`src/hw/rtl/igf_pkg.sv`:
```
// Shared types and constants for the IMU gravity projection and gyro filter.
// No dependencies; imported by igf_div and imu_gravity_and_gyro_filter.
package igf_pkg;

  localparam int QW        = 16;   // quaternion component width
  localparam int RW        = 24;   // gyro rate width
  localparam int AW        = 17;   // smoothing factor width
  localparam int DVD_W     = 50;   // divider dividend width
  localparam int DVS_W     = 34;   // divider divisor width
  localparam int QUO_W     = 17;   // divider quotient width
  localparam int PW        = 43;   // shared multiplier product width

  localparam logic [AW-1:0] ALPHA_ONE = 17'h10000;

  // multiplier op sequence
  localparam logic [3:0] OP_WW = 4'd0;
  localparam logic [3:0] OP_XX = 4'd1;
  localparam logic [3:0] OP_YY = 4'd2;
  localparam logic [3:0] OP_ZZ = 4'd3;
  localparam logic [3:0] OP_YZ = 4'd4;
  localparam logic [3:0] OP_WX = 4'd5;
  localparam logic [3:0] OP_XZ = 4'd6;
  localparam logic [3:0] OP_WY = 4'd7;
  localparam logic [3:0] OP_FX = 4'd8;
  localparam logic [3:0] OP_FY = 4'd9;
  localparam logic [3:0] OP_FZ = 4'd10;
  localparam logic [3:0] OP_LAST = 4'd11;

  // gravity component index
  localparam logic [1:0] G_X = 2'd0;
  localparam logic [1:0] G_Y = 2'd1;
  localparam logic [1:0] G_Z = 2'd2;

  typedef enum logic [4:0] {
    ST_IDLE      = 5'b00001,
    ST_MUL       = 5'b00010,
    ST_DIV_START = 5'b00100,
    ST_DIV_WAIT  = 5'b01000,
    ST_DONE      = 5'b10000
  } state_t;

endpackage

```
`src/hw/rtl/igf_div.sv`:
```
// Restoring divider, one quotient bit per cycle, rounding handled by caller.
// Depends on igf_pkg for widths.
module igf_div import igf_pkg::*; (
  input  logic               clk,
  input  logic               rst,
  input  logic               start,
  input  logic [DVD_W-1:0]   dividend,
  input  logic [DVS_W-1:0]   divisor,
  output logic               done,
  output logic [QUO_W-1:0]   quot
);

  logic [DVS_W-1:0] rem;
  logic [QUO_W-1:0] dlo;
  logic [DVS_W-1:0] dvs;
  logic [4:0]       cnt;
  logic             busy;
  logic [DVS_W:0]   trial;
  logic             ge;

  assign trial = {rem, dlo[QUO_W-1]};
  assign ge    = trial >= {1'b0, dvs};

  always_ff @(posedge clk) begin
    if (rst) begin
      busy <= 1'b0;
      done <= 1'b0;
      cnt  <= '0;
    end else begin
      done <= 1'b0;
      if (start) begin
        busy <= 1'b1;
        cnt  <= 5'(QUO_W);
      end else if (busy) begin
        cnt <= cnt - 5'd1;
        if (cnt == 5'd1) begin
          busy <= 1'b0;
          done <= 1'b1;
        end
      end
    end
  end

  always_ff @(posedge clk) begin
    if (start) begin
      rem  <= {1'b0, dividend[DVD_W-1:QUO_W]};
      dlo  <= dividend[QUO_W-1:0];
      dvs  <= divisor;
      quot <= '0;
    end else if (busy) begin
      dlo  <= {dlo[QUO_W-2:0], 1'b0};
      quot <= {quot[QUO_W-2:0], ge};
      if (ge) begin
        rem <= DVS_W'(trial - {1'b0, dvs});
      end else begin
        rem <= trial[DVS_W-1:0];
      end
    end
  end

endmodule

```
`src/hw/rtl/imu_gravity_and_gyro_filter.sv`:
```
// IMU gravity projection and first-order gyro low-pass filter.
// Each input word passes through the shared multiplier (8 quaternion products,
// 3 filter products), then through the bit-serial divider once for each of the
// three gravity components, and is then loaded into the output register.
// A new word is accepted only in idle, once the previous result is loaded.
// Reset (rst, synchronous): filter unprimed, rates zero, smoothing factor 1.0.
module imu_gravity_and_gyro_filter import igf_pkg::*; (
  input  logic         clk,
  input  logic         rst,
  input  logic         s_tvalid,
  output logic         s_tready,
  // quat_w, quat_x, quat_y, quat_z, gyro_x, gyro_y, gyro_z
  input  logic [135:0] s_tdata,
  output logic         m_tvalid,
  input  logic         m_tready,
  // gravity_x, gravity_y, gravity_z, rate_x, rate_y, rate_z
  output logic [119:0] m_tdata,
  input  logic         cfg_valid,
  output logic         cfg_ready,
  input  logic [16:0]  cfg_data
);

  state_t state;
  logic [3:0] cnt;
  logic [3:0] pidx;
  logic [1:0] kdx;

  logic signed [QW-1:0] qw, qx, qy, qz;
  logic signed [RW-1:0] raw  [3];
  logic signed [RW-1:0] filt [3];
  logic                 primed;
  logic [AW-1:0]        alpha;

  logic signed [24:0]   op_a;
  logic signed [17:0]   op_b;
  logic signed [PW-1:0] p;
  logic [1:0]           fidx;
  logic [1:0]           pf;
  logic signed [24:0]   diff;

  logic [32:0]        n_acc;
  logic signed [33:0] ax, ay, az;

  logic [PW-1:0]        p_mag;
  logic [PW-1:0]        p_rnd;
  logic signed [27:0]   delta;
  logic signed [27:0]   fsum;
  logic signed [RW-1:0] fupd;

  logic signed [33:0] sv;
  logic [33:0]        sv_mag;
  logic [47:0]        mag_sh;
  logic [DVD_W-1:0]   dvd;
  logic [DVS_W-1:0]   dvs;
  logic               neg;
  logic               div_start;
  logic               div_done;
  logic [QUO_W-1:0]   quot;
  logic signed [QW-1:0] gval;
  logic signed [QW-1:0] grav [3];
  logic signed [RW-1:0] rate_z;

  logic in_acc;
  logic out_load;

  assign s_tready  = (state == ST_IDLE);
  assign in_acc    = s_tvalid && s_tready;
  assign cfg_ready = 1'b1;
  assign out_load  = (state == ST_DONE) && (!m_tvalid || m_tready);
  assign div_start = (state == ST_DIV_START);
  assign pidx      = cnt - 4'd1;
  assign fidx      = cnt[1:0];
  assign pf        = (pidx[1:0] == 2'd3) ? 2'd0 : pidx[1:0];

  // operand select for the shared multiplier
  always_comb begin
    diff = $signed({raw[(fidx == 2'd3) ? 2'd0 : fidx][RW-1],
                    raw[(fidx == 2'd3) ? 2'd0 : fidx]})
         - $signed({filt[(fidx == 2'd3) ? 2'd0 : fidx][RW-1],
                    filt[(fidx == 2'd3) ? 2'd0 : fidx]});
    case (cnt)
      OP_WW:   begin op_a = 25'(qw); op_b = 18'(qw); end
      OP_XX:   begin op_a = 25'(qx); op_b = 18'(qx); end
      OP_YY:   begin op_a = 25'(qy); op_b = 18'(qy); end
      OP_ZZ:   begin op_a = 25'(qz); op_b = 18'(qz); end
      OP_YZ:   begin op_a = 25'(qy); op_b = 18'(qz); end
      OP_WX:   begin op_a = 25'(qw); op_b = 18'(qx); end
      OP_XZ:   begin op_a = 25'(qx); op_b = 18'(qz); end
      OP_WY:   begin op_a = 25'(qw); op_b = 18'(qy); end
      default: begin op_a = diff;    op_b = $signed({1'b0, alpha}); end
    endcase
  end

  // filter update: prev + round(alpha * (raw - prev) / 2^16)
  always_comb begin
    p_mag = p[PW-1] ? PW'(-p) : PW'(p);
    p_rnd = p_mag + PW'(32768);
    delta = p[PW-1] ? -$signed({1'b0, p_rnd[PW-1:16]}) : $signed({1'b0, p_rnd[PW-1:16]});
    fsum  = 28'(filt[pf]) + delta;
    if (fsum > 28'sd8388607) begin
      fupd = 24'sh7FFFFF;
    end else if (fsum < -28'sd8388608) begin
      fupd = 24'sh800000;
    end else begin
      fupd = fsum[RW-1:0];
    end
  end

  // divider operands for the current gravity component
  always_comb begin
    case (kdx)
      G_X:     begin sv = ax; neg = (ax > 34'sd0); end
      G_Y:     begin sv = ay; neg = (ay > 34'sd0); end
      default: begin sv = az; neg = (az < 34'sd0); end
    endcase
    sv_mag = sv[33] ? 34'(-sv) : 34'(sv);
    if (kdx == G_X) begin
      mag_sh = {1'b0, sv_mag[31:0], 15'b0};
    end else begin
      mag_sh = {sv_mag[31:0], 16'b0};
    end
    dvd = {1'b0, mag_sh, 1'b0} + {17'b0, n_acc};
    dvs = {n_acc, 1'b0};
  end

  always_comb begin
    if (n_acc == 33'd0) begin
      gval = (kdx == G_X) ? 16'sh8000 : 16'sh0000;
    end else if (neg) begin
      gval = 16'(-quot);
    end else if (quot > 17'd32767) begin
      gval = 16'sh7FFF;
    end else begin
      gval = quot[15:0];
    end
  end

  assign rate_z = (filt[0] == 24'sh800000) ? 24'sh7FFFFF : -filt[0];

  igf_div u_div (
    .clk      (clk),
    .rst      (rst),
    .start    (div_start),
    .dividend (dvd),
    .divisor  (dvs),
    .done     (div_done),
    .quot     (quot)
  );

  // control
  always_ff @(posedge clk) begin
    if (rst) begin
      state    <= ST_IDLE;
      cnt      <= '0;
      kdx      <= G_X;
      primed   <= 1'b0;
      alpha    <= ALPHA_ONE;
      m_tvalid <= 1'b0;
      filt[0]  <= '0;
      filt[1]  <= '0;
      filt[2]  <= '0;
    end else begin
      if (cfg_valid) begin
        alpha <= (cfg_data > ALPHA_ONE) ? ALPHA_ONE : cfg_data;
      end
      if (out_load) begin
        m_tvalid <= 1'b1;
      end else if (m_tvalid && m_tready) begin
        m_tvalid <= 1'b0;
      end
      unique case (state)
        ST_IDLE: begin
          if (in_acc) begin
            cnt   <= '0;
            state <= ST_MUL;
            if (!primed) begin
              primed  <= 1'b1;
              filt[0] <= s_tdata[87:64];
              filt[1] <= s_tdata[111:88];
              filt[2] <= s_tdata[135:112];
            end
          end
        end
        ST_MUL: begin
          cnt <= cnt + 4'd1;
          if (pidx == OP_FX || pidx == OP_FY || pidx == OP_FZ) begin
            filt[pf] <= fupd;
          end
          if (cnt == OP_LAST) begin
            kdx   <= G_X;
            state <= ST_DIV_START;
          end
        end
        ST_DIV_START: begin
          state <= ST_DIV_WAIT;
        end
        ST_DIV_WAIT: begin
          if (div_done) begin
            kdx <= kdx + 2'd1;
            state <= (kdx == G_Z) ? ST_DONE : ST_DIV_START;
          end
        end
        ST_DONE: begin
          if (out_load) begin
            state <= ST_IDLE;
          end
        end
        default: state <= ST_IDLE;
      endcase
    end
  end

  // datapath
  always_ff @(posedge clk) begin
    if (in_acc) begin
      qw     <= s_tdata[15:0];
      qx     <= s_tdata[31:16];
      qy     <= s_tdata[47:32];
      qz     <= s_tdata[63:48];
      raw[0] <= s_tdata[87:64];
      raw[1] <= s_tdata[111:88];
      raw[2] <= s_tdata[135:112];
      n_acc  <= '0;
      ax     <= '0;
      ay     <= '0;
      az     <= '0;
    end
    if (state == ST_MUL) begin
      p <= op_a * op_b;
      case (pidx)
        OP_WW: begin n_acc <= n_acc + p[32:0]; ax <= ax + p[33:0]; end
        OP_XX: begin n_acc <= n_acc + p[32:0]; ax <= ax - p[33:0]; end
        OP_YY: begin n_acc <= n_acc + p[32:0]; ax <= ax - p[33:0]; end
        OP_ZZ: begin n_acc <= n_acc + p[32:0]; ax <= ax + p[33:0]; end
        OP_YZ: ay <= ay + p[33:0];
        OP_WX: ay <= ay + p[33:0];
        OP_XZ: az <= az + p[33:0];
        OP_WY: az <= az - p[33:0];
        default: ;
      endcase
    end
    if (state == ST_DIV_WAIT && div_done) begin
      grav[kdx] <= gval;
    end
    if (out_load) begin
      m_tdata <= {rate_z, filt[1], filt[2], grav[2], grav[1], grav[0]};
    end
  end

`ifndef NO_ASSERTIONS
  a_acc_starts_mul: assert property (@(posedge clk) disable iff (rst)
    in_acc |=> (state == ST_MUL) && primed)
    else $error("accepted word did not start the multiply sequence");

  a_done_in_wait: assert property (@(posedge clk) disable iff (rst)
    div_done |-> (state == ST_DIV_WAIT))
    else $error("divider finished outside the wait state");

  a_mul_count: assert property (@(posedge clk) disable iff (rst)
    (state == ST_MUL) |-> (cnt <= OP_LAST))
    else $error("multiply step count out of range");

  a_load_out: assert property (@(posedge clk) disable iff (rst)
    out_load |=> m_tvalid && (state == ST_IDLE))
    else $error("result load did not raise valid");
`endif

endmodule
```
`config.mk`:
```
export PLATFORM = sky130hd
export DESIGN_NAME = imu_gravity_and_gyro_filter
export DESIGN_NICKNAME = d
export VERILOG_FILES = /design/src/hw/rtl/igf_pkg.sv /design/src/hw/rtl/igf_div.sv /design/src/hw/rtl/imu_gravity_and_gyro_filter.sv
export SDC_FILE = /design/constraint.sdc
export NUM_CORES = 2
export LEC_CHECK = 0
export BUFFER_PORTS_ARGS = -buffer_cell sky130_fd_sc_hd__buf_2
export CORE_MARGIN = 2
export CORE_UTILIZATION = 40
export DETAILED_ROUTE_END_ITERATION = 7
export GPL_ROUTABILITY_DRIVEN = 0
export PLACE_DENSITY = 0.57
export SETUP_SLACK_MARGIN = 0.3
export SYNTH_ARGS = -nofsm -noshare
export SYNTH_HDL_FRONTEND = slang
export SYNTH_SLANG_ARGS = --single-unit
```
`constraint.sdc`:
```
create_clock -name clk -period 27.4 [get_ports clk]
set_input_delay 2.74 -clock clk [delete_from_list [all_inputs] [get_ports clk]]
set_output_delay 2.74 -clock clk [all_outputs]
set_load 0.01 [all_outputs]
```
**Word level (Yosys, flattened, before mapping)**

Memories as Yosys holds them, arrays and structs flattened. A register that Yosys moved wholly into a read port is not among the register bits.
Cells that the tools add are included.

- Register bits: 404
- RAM bits: 192
- Input bits: 158
- Output and inout bits: 123
- Logic and storage cells: 201
- Memories kept: 3

Memory list:

| memory | words | bits a word | rd ports | clocked after Yosys merged registers in | wr ports | RTL line | text |
|---|---|---|---|---|---|---|---|
| filt | 3 | 24 | 5 | 2 | 3 | imu_gravity_and_gyro_filter.sv:30 | `logic signed [RW-1:0] filt [3];` |
| raw | 3 | 24 | 1 | 0 | 3 | imu_gravity_and_gyro_filter.sv:29 | `logic signed [RW-1:0] raw [3];` |
| grav | 3 | 16 | 3 | 3 | 1 | imu_gravity_and_gyro_filter.sv:60 | `logic signed [QW-1:0] grav [3];` |

- Add/subtract/negate cells: 20
- $mul: 1
- Order comparisons: 8
- Equality and inequality tests: 33
- Muxes and demuxes: 74
- Bitwise gates (word level): 4
- Reductions and logical operators: 33

Operators by type and width:

| operator | number |
|---|---|
| $mux 34 | 8 |
| $pmux 34 s2 | 3 |
| $mux 33 | 5 |
| $mux 24 | 6 |
| $add 34x34->34 | 3 |
| $sub 34x34->34 | 3 |
| $pmux 25 s4 | 1 |
| $pmux 18 s4 | 1 |
| $gt 34x1->1 const B | 2 |
| $mux 16 | 4 |
| $mux 17 | 3 |
| $add 49x33->50 | 1 |
| $mux 48 | 1 |
| $add 43x16->43 const B | 1 |
| $mul 25x18->43 | 1 |
| $mux 43 | 1 |
| $neg 43->43 | 1 |
| $ge 35x34->1 | 1 |
| $mux 5 | 7 |
| $lt 34x1->1 const B | 1 |
| $add 33x33->33 | 1 |
| $logic_not 33->1 | 1 |
| $eq 4x3->1 const B | 8 |
| $mux 32 | 1 |
| other kinds (50) | 108 |

**Logic depth before layout (Yosys ltp)**

- Depth in word-level cells: 10
- Mapped depth: 48
- Mapped depth without buffers: 45

**Cells and area by module**

From an unflattened synthesis, not the netlist that was laid out.

- Cell total of the unflattened synthesis: 6451
- Area, all modules: 61302.5 µm²

Modules (own cells, without submodules):

| module | instances | cells each | area each (µm²) | seq. area each (µm²) |
|---|---|---|---|---|
| imu_gravity_and_gyro_filter | 1 | 5829 | 54920.2 | 16605.9 |
| igf_div | 1 | 622 | 6382.4 | 3022.9 |

**Worst setup path before layout**

Ideal clock, no wire load.

- Kind: reg-to-reg
- Start: register cnt[0]
- End: register p[42] (data pin)
- Library setup time: 0.260 ns
- Arrival: 10.584 ns
- Required time: 27.140 ns
- Setup slack: 16.557 ns
- Cell stages (with the launch flop): 47
- Buffers on the path: 4
- Clock period less this slack: 10.843 ns
- Cell sequence: dfxtp_1 inv_1 ha_1 buf_1 clkbuf_1 clkbuf_1 nor2_1 a21oi_1 ha_1 inv_1 fa_1 a21o_1 a21oi_1 o21bai_1 a21oi_1 o21bai_1 a41o_1 o21ai_0 [... 11 more ...] inv_1 fa_1 fa_1 inv_1 fa_1 inv_1 ha_1 a21o_1 a21o_1 a21oi_1 o21a_1 a311o_1 a31oi_1 a41o_1 o41ai_1 o21ai_0 a21oi_1 xnor2_1

- Cells in the longest elaborated chain, start to end: 6
- Elaborated cells on any way between the ends: 22
- Classes of those cells: add/sub: 1; mul: 1; eq/ne: 8; mux: 3; reduce/logical: 7; memory: 2

Ends and longest elaborated chain:

| what | RTL line | text |
|---|---|---|
| from (decl) | imu_gravity_and_gyro_filter.sv:24 | `logic [3:0] cnt;` |
| from (signal assigned) | imu_gravity_and_gyro_filter.sv:185 | `cnt <= cnt + 4'd1;` |
| $eq 2x2->1 | n/a |  |
| $mux 2 | n/a |  |
| $mem_v2 3x24 (on tied branches) | n/a |  |
| $sub 24x24->25 | imu_gravity_and_gyro_filter.sv:79 | `- $signed({filt[(fidx == 2'd3) ? 2'd0 : fidx][RW-1],` |
| $pmux 25 s4 | imu_gravity_and_gyro_filter.sv:81 | `case (cnt)` |
| $mul 25x18->43 (*) | imu_gravity_and_gyro_filter.sv:229 | `p <= op_a * op_b;` |
| to (signal assigned) | imu_gravity_and_gyro_filter.sv:229 |  |
| to (decl) | imu_gravity_and_gyro_filter.sv:36 | `logic signed [PW-1:0] p;` |

Every way passes the cells marked *; elsewhere a longest branch is shown, timed or not.
A chain may end at the register's enable or synchronous reset.

**Worst setup path after layout**

- Start: register cnt[1]
- End: register p[42] (data pin)

Same word-level chain as after synthesis.

==> results.yml <==
status:
  status: "finished clean"
critical_path:
  cp_num_buf_inv: 6
  cp_common_cell: "fa_1"
  worstPathArrival_ns: 12.57
  slowest_delay_ns: 0.79
  start_kind: "flip-flop"
  crit_path_end_kind: "flip-flop"
  crit_required_ns: 27.85
  cpMaxStageDelayCell: "nor2_1"
  crit_family: "compound AO/OA/AOI/OAI gates"
  critical_path.max_fanout: 33
  critical_path_class: "flip-flop to flip-flop"
synthesis:
  synth_nets: 7310
  ys_seq_elements: 716
  synth-async-reset-ratio_pct: 0
  yosys.area.top_type_share_pct: 26.2
  synth_top_area_cell: "edfxtp_1"
  yosys_most_used_dff: "edfxtp_1"
  synth-edff-count: 526
  synthTopCellsByArea: "edfxtp_1 (26%), fa_1 (15%), ha_1 (7.4%)"
  syn_area_sq_um: 60400
  yosys_warnings: 0
  synth-seq-area-share_pct: 32.5
  synth_cell_types: 101
  syn_inst: 6345
  synth.avg_cell_area_sq_um: 9.51
cells_and_area:
  drive_gt1_share_pct: 9.92
  final_cell_mix: "nand2_1 (715), inv_1 (678), edfxtp_1 (526)"
  fin_util_pct: 44.6
  layout.nets: 7499
  layout_commonest_cell: "nand2_1"
  n_fill_cell: 14295
  area_growth_pct: 10.7
clocking:
  postCtsHoldBufs: 0
  cts_buffer_depth: 3
  clkLatencyLatePin_ns: 0.71
  tritoncts: "done"
  post_cts_buffers: 0
  ctsResizeCount: 0
  clock_sinks: 716
  cts-buffers-inserted: 82
  cts_root_buf: "clkbuf_16"
  clk_pin_slew_ns: 0.07
  cts.htree.levels: 3
sta:
  worst_slew_pin_slew_ns: 1.17
  fin_skew_ns: 0.0246
  post-route-min-period_ns: 12.12
  finalHoldViolations: 0
  rsz0062_at_grt: "no"
  fin_crit_sh_pct: 44.2
  clock.fmax_mhz: 82.5
  fin_setup_tns_ns: 0
  finalSetupViolations: 0
  maxSlewHeadroom_pct: 21.3
  setup_slack_ns: 15.28
  slew_viol_final: 0
routing:
  first_pass_iters: 7
  drc_errors: 0
  wirelength_mm: 195
  vias: 48682
  ant_nets: 0
  avgViaCountPerCell: 5.65
  drt_iter0_drc: 4619
  wire_per_inst_um: 22.6
hold_path:
  hold_path_class: "flip-flop to flip-flop"
placement:
  dp_slack_ns: 15.34
  io_buffer_count: 279
  dp_hpwl_mm: 150
die:
  die_area_sq_um: 154000
  core_sq_um: 150000
  io_pins: 281
  die_h_um: 392
  row_count: 142
  die_w_um: 392
  start_util_pct: 40.3
grt:
  grt_max_degree: 105
  grt_remaining_overflow: 0
  antenna_found_initial: 11
  grt_use_total_pct: 25.1
  grt_pass1_vias: 47067
  grt_pass1_wl_mm: 295
run:
  drv_cap: 0
[cell type report]
class / count / area (sq um) / area share [%]
antenna: 2 / 5.00 / 0.00749
clock buffer: 102 / 2240 / 3.35
clock inverter: 51 / 568 / 0.850
inverter: 684 / 2570 / 3.85
multi-input combinational: 4677 / 37200 / 55.7
sequential: 716 / 19600 / 29.3
tap: 2016 / 2520 / 3.77
timing repair buffer: 373 / 2100 / 3.14
[logic make-up (layout without fill, tap and decap cells)]
group / count (synthesis) / in the layout / synth area share [%]
AO/OA/AOI/OAI: 1266 / 1266 / 13.7
XOR/XNOR: 433 / 433 / 6.31
multiplexers: 129 / 129 / 3.15
flip-flops: 716 / 716 / 32.5
buffers and inverters: 952 / 1210 / 6.09
adder cells (fa/ha/maj): 807 / 807 / 22.3
AND/OR/NAND/NOR: 2041 / 2041 / 16.0
other: 1 / 3 / 0.00621
[synthesized netlist by cell type (57+ instances only)]
library cell,number
fa_1,450
a21oi_1,294
and2_1,79
nor2_1,474
a21o_1,94
nor2b_1,57
edfxtp_1,526
nand3_1,238
dfxtp_1,190
mux2i_1,73
a31oi_1,60
xor2_1,178
nand2b_1,69
ha_1,357
clkbuf_1,217
xnor2_1,253
nand2_1,717
inv_1,680
o311ai_1,69
o21ai_0,330
nor3_1,120
[worst register-to-register path, delay by kind of cell, from the launching register on]
kind,cells,cell delay [ns]
compound gates,19,4.36
fa+ha+maj,9,4.13
simple gates,4,1.10
buf+inv,6,1.05
mux,1,0.59
flops,1,0.42
xor+xnor,2,0.23
[flip-flops by register name (all words and copies together) (netlist names), 4 cells and up]
| name | flops |
|---|---|
| alpha | 17 |
| ax | 34 |
| ay | 34 |
| az | 34 |
| cnt | 4 |
| filt | 96 |
| grav | 48 |
| m_tdata | 120 |
| n_acc | 33 |
| p | 43 |
| qw | 16 |
| qx | 16 |
| qy | 16 |
| qz | 16 |
| raw | 72 |
| state | 5 |
| u_div.cnt | 5 |
| u_div.dlo | 17 |
| u_div.dvs | 33 |
| u_div.quot | 17 |
| u_div.rem | 34 |
[metrics by stage]
step                instances  hold WS [ns]  instance area [sq um]
finish                   8621         0.417                  66900
global route             8619         0.423                  66800
CTS                      8619         0.419                  66800
detailed placement       8466         0.405                  64000
global placement         8466         0.404                  64000
floorplan                6345         0.400                  60400
[final timing paths]
kind                                              to                 start  slack [ns]  depth (start not counted)
worst max-delay path                 p[42]$_DFFE_PP_   cnt[1]$_SDFFE_PP0P_       15.28                         41
worst min-delay path            m_tdata[2]$_DFFE_PP_  grav[0][2]$_DFFE_PP_        0.42                          0
worst max register to register       p[42]$_DFFE_PP_   cnt[1]$_SDFFE_PP0P_       15.28                         41
worst min register to register  m_tdata[2]$_DFFE_PP_  grav[0][2]$_DFFE_PP_        0.42                          0
[layer usage]
layer / GRT usage [%] / vias to the layer above / wire [um]
met2: 38.4 / 2100 / 85200
met1: 34.7 / 23699 / 84400
met3: 6.01 / 364 / 18100
li1: - / 22507 / -
met4: 8.63 / 12 / 7070
met5: 0 / - / 76
Power is left out: the tool's default activity adds up to more than one toggle a clock period on the data nets, which glitch-free logic cannot reach.
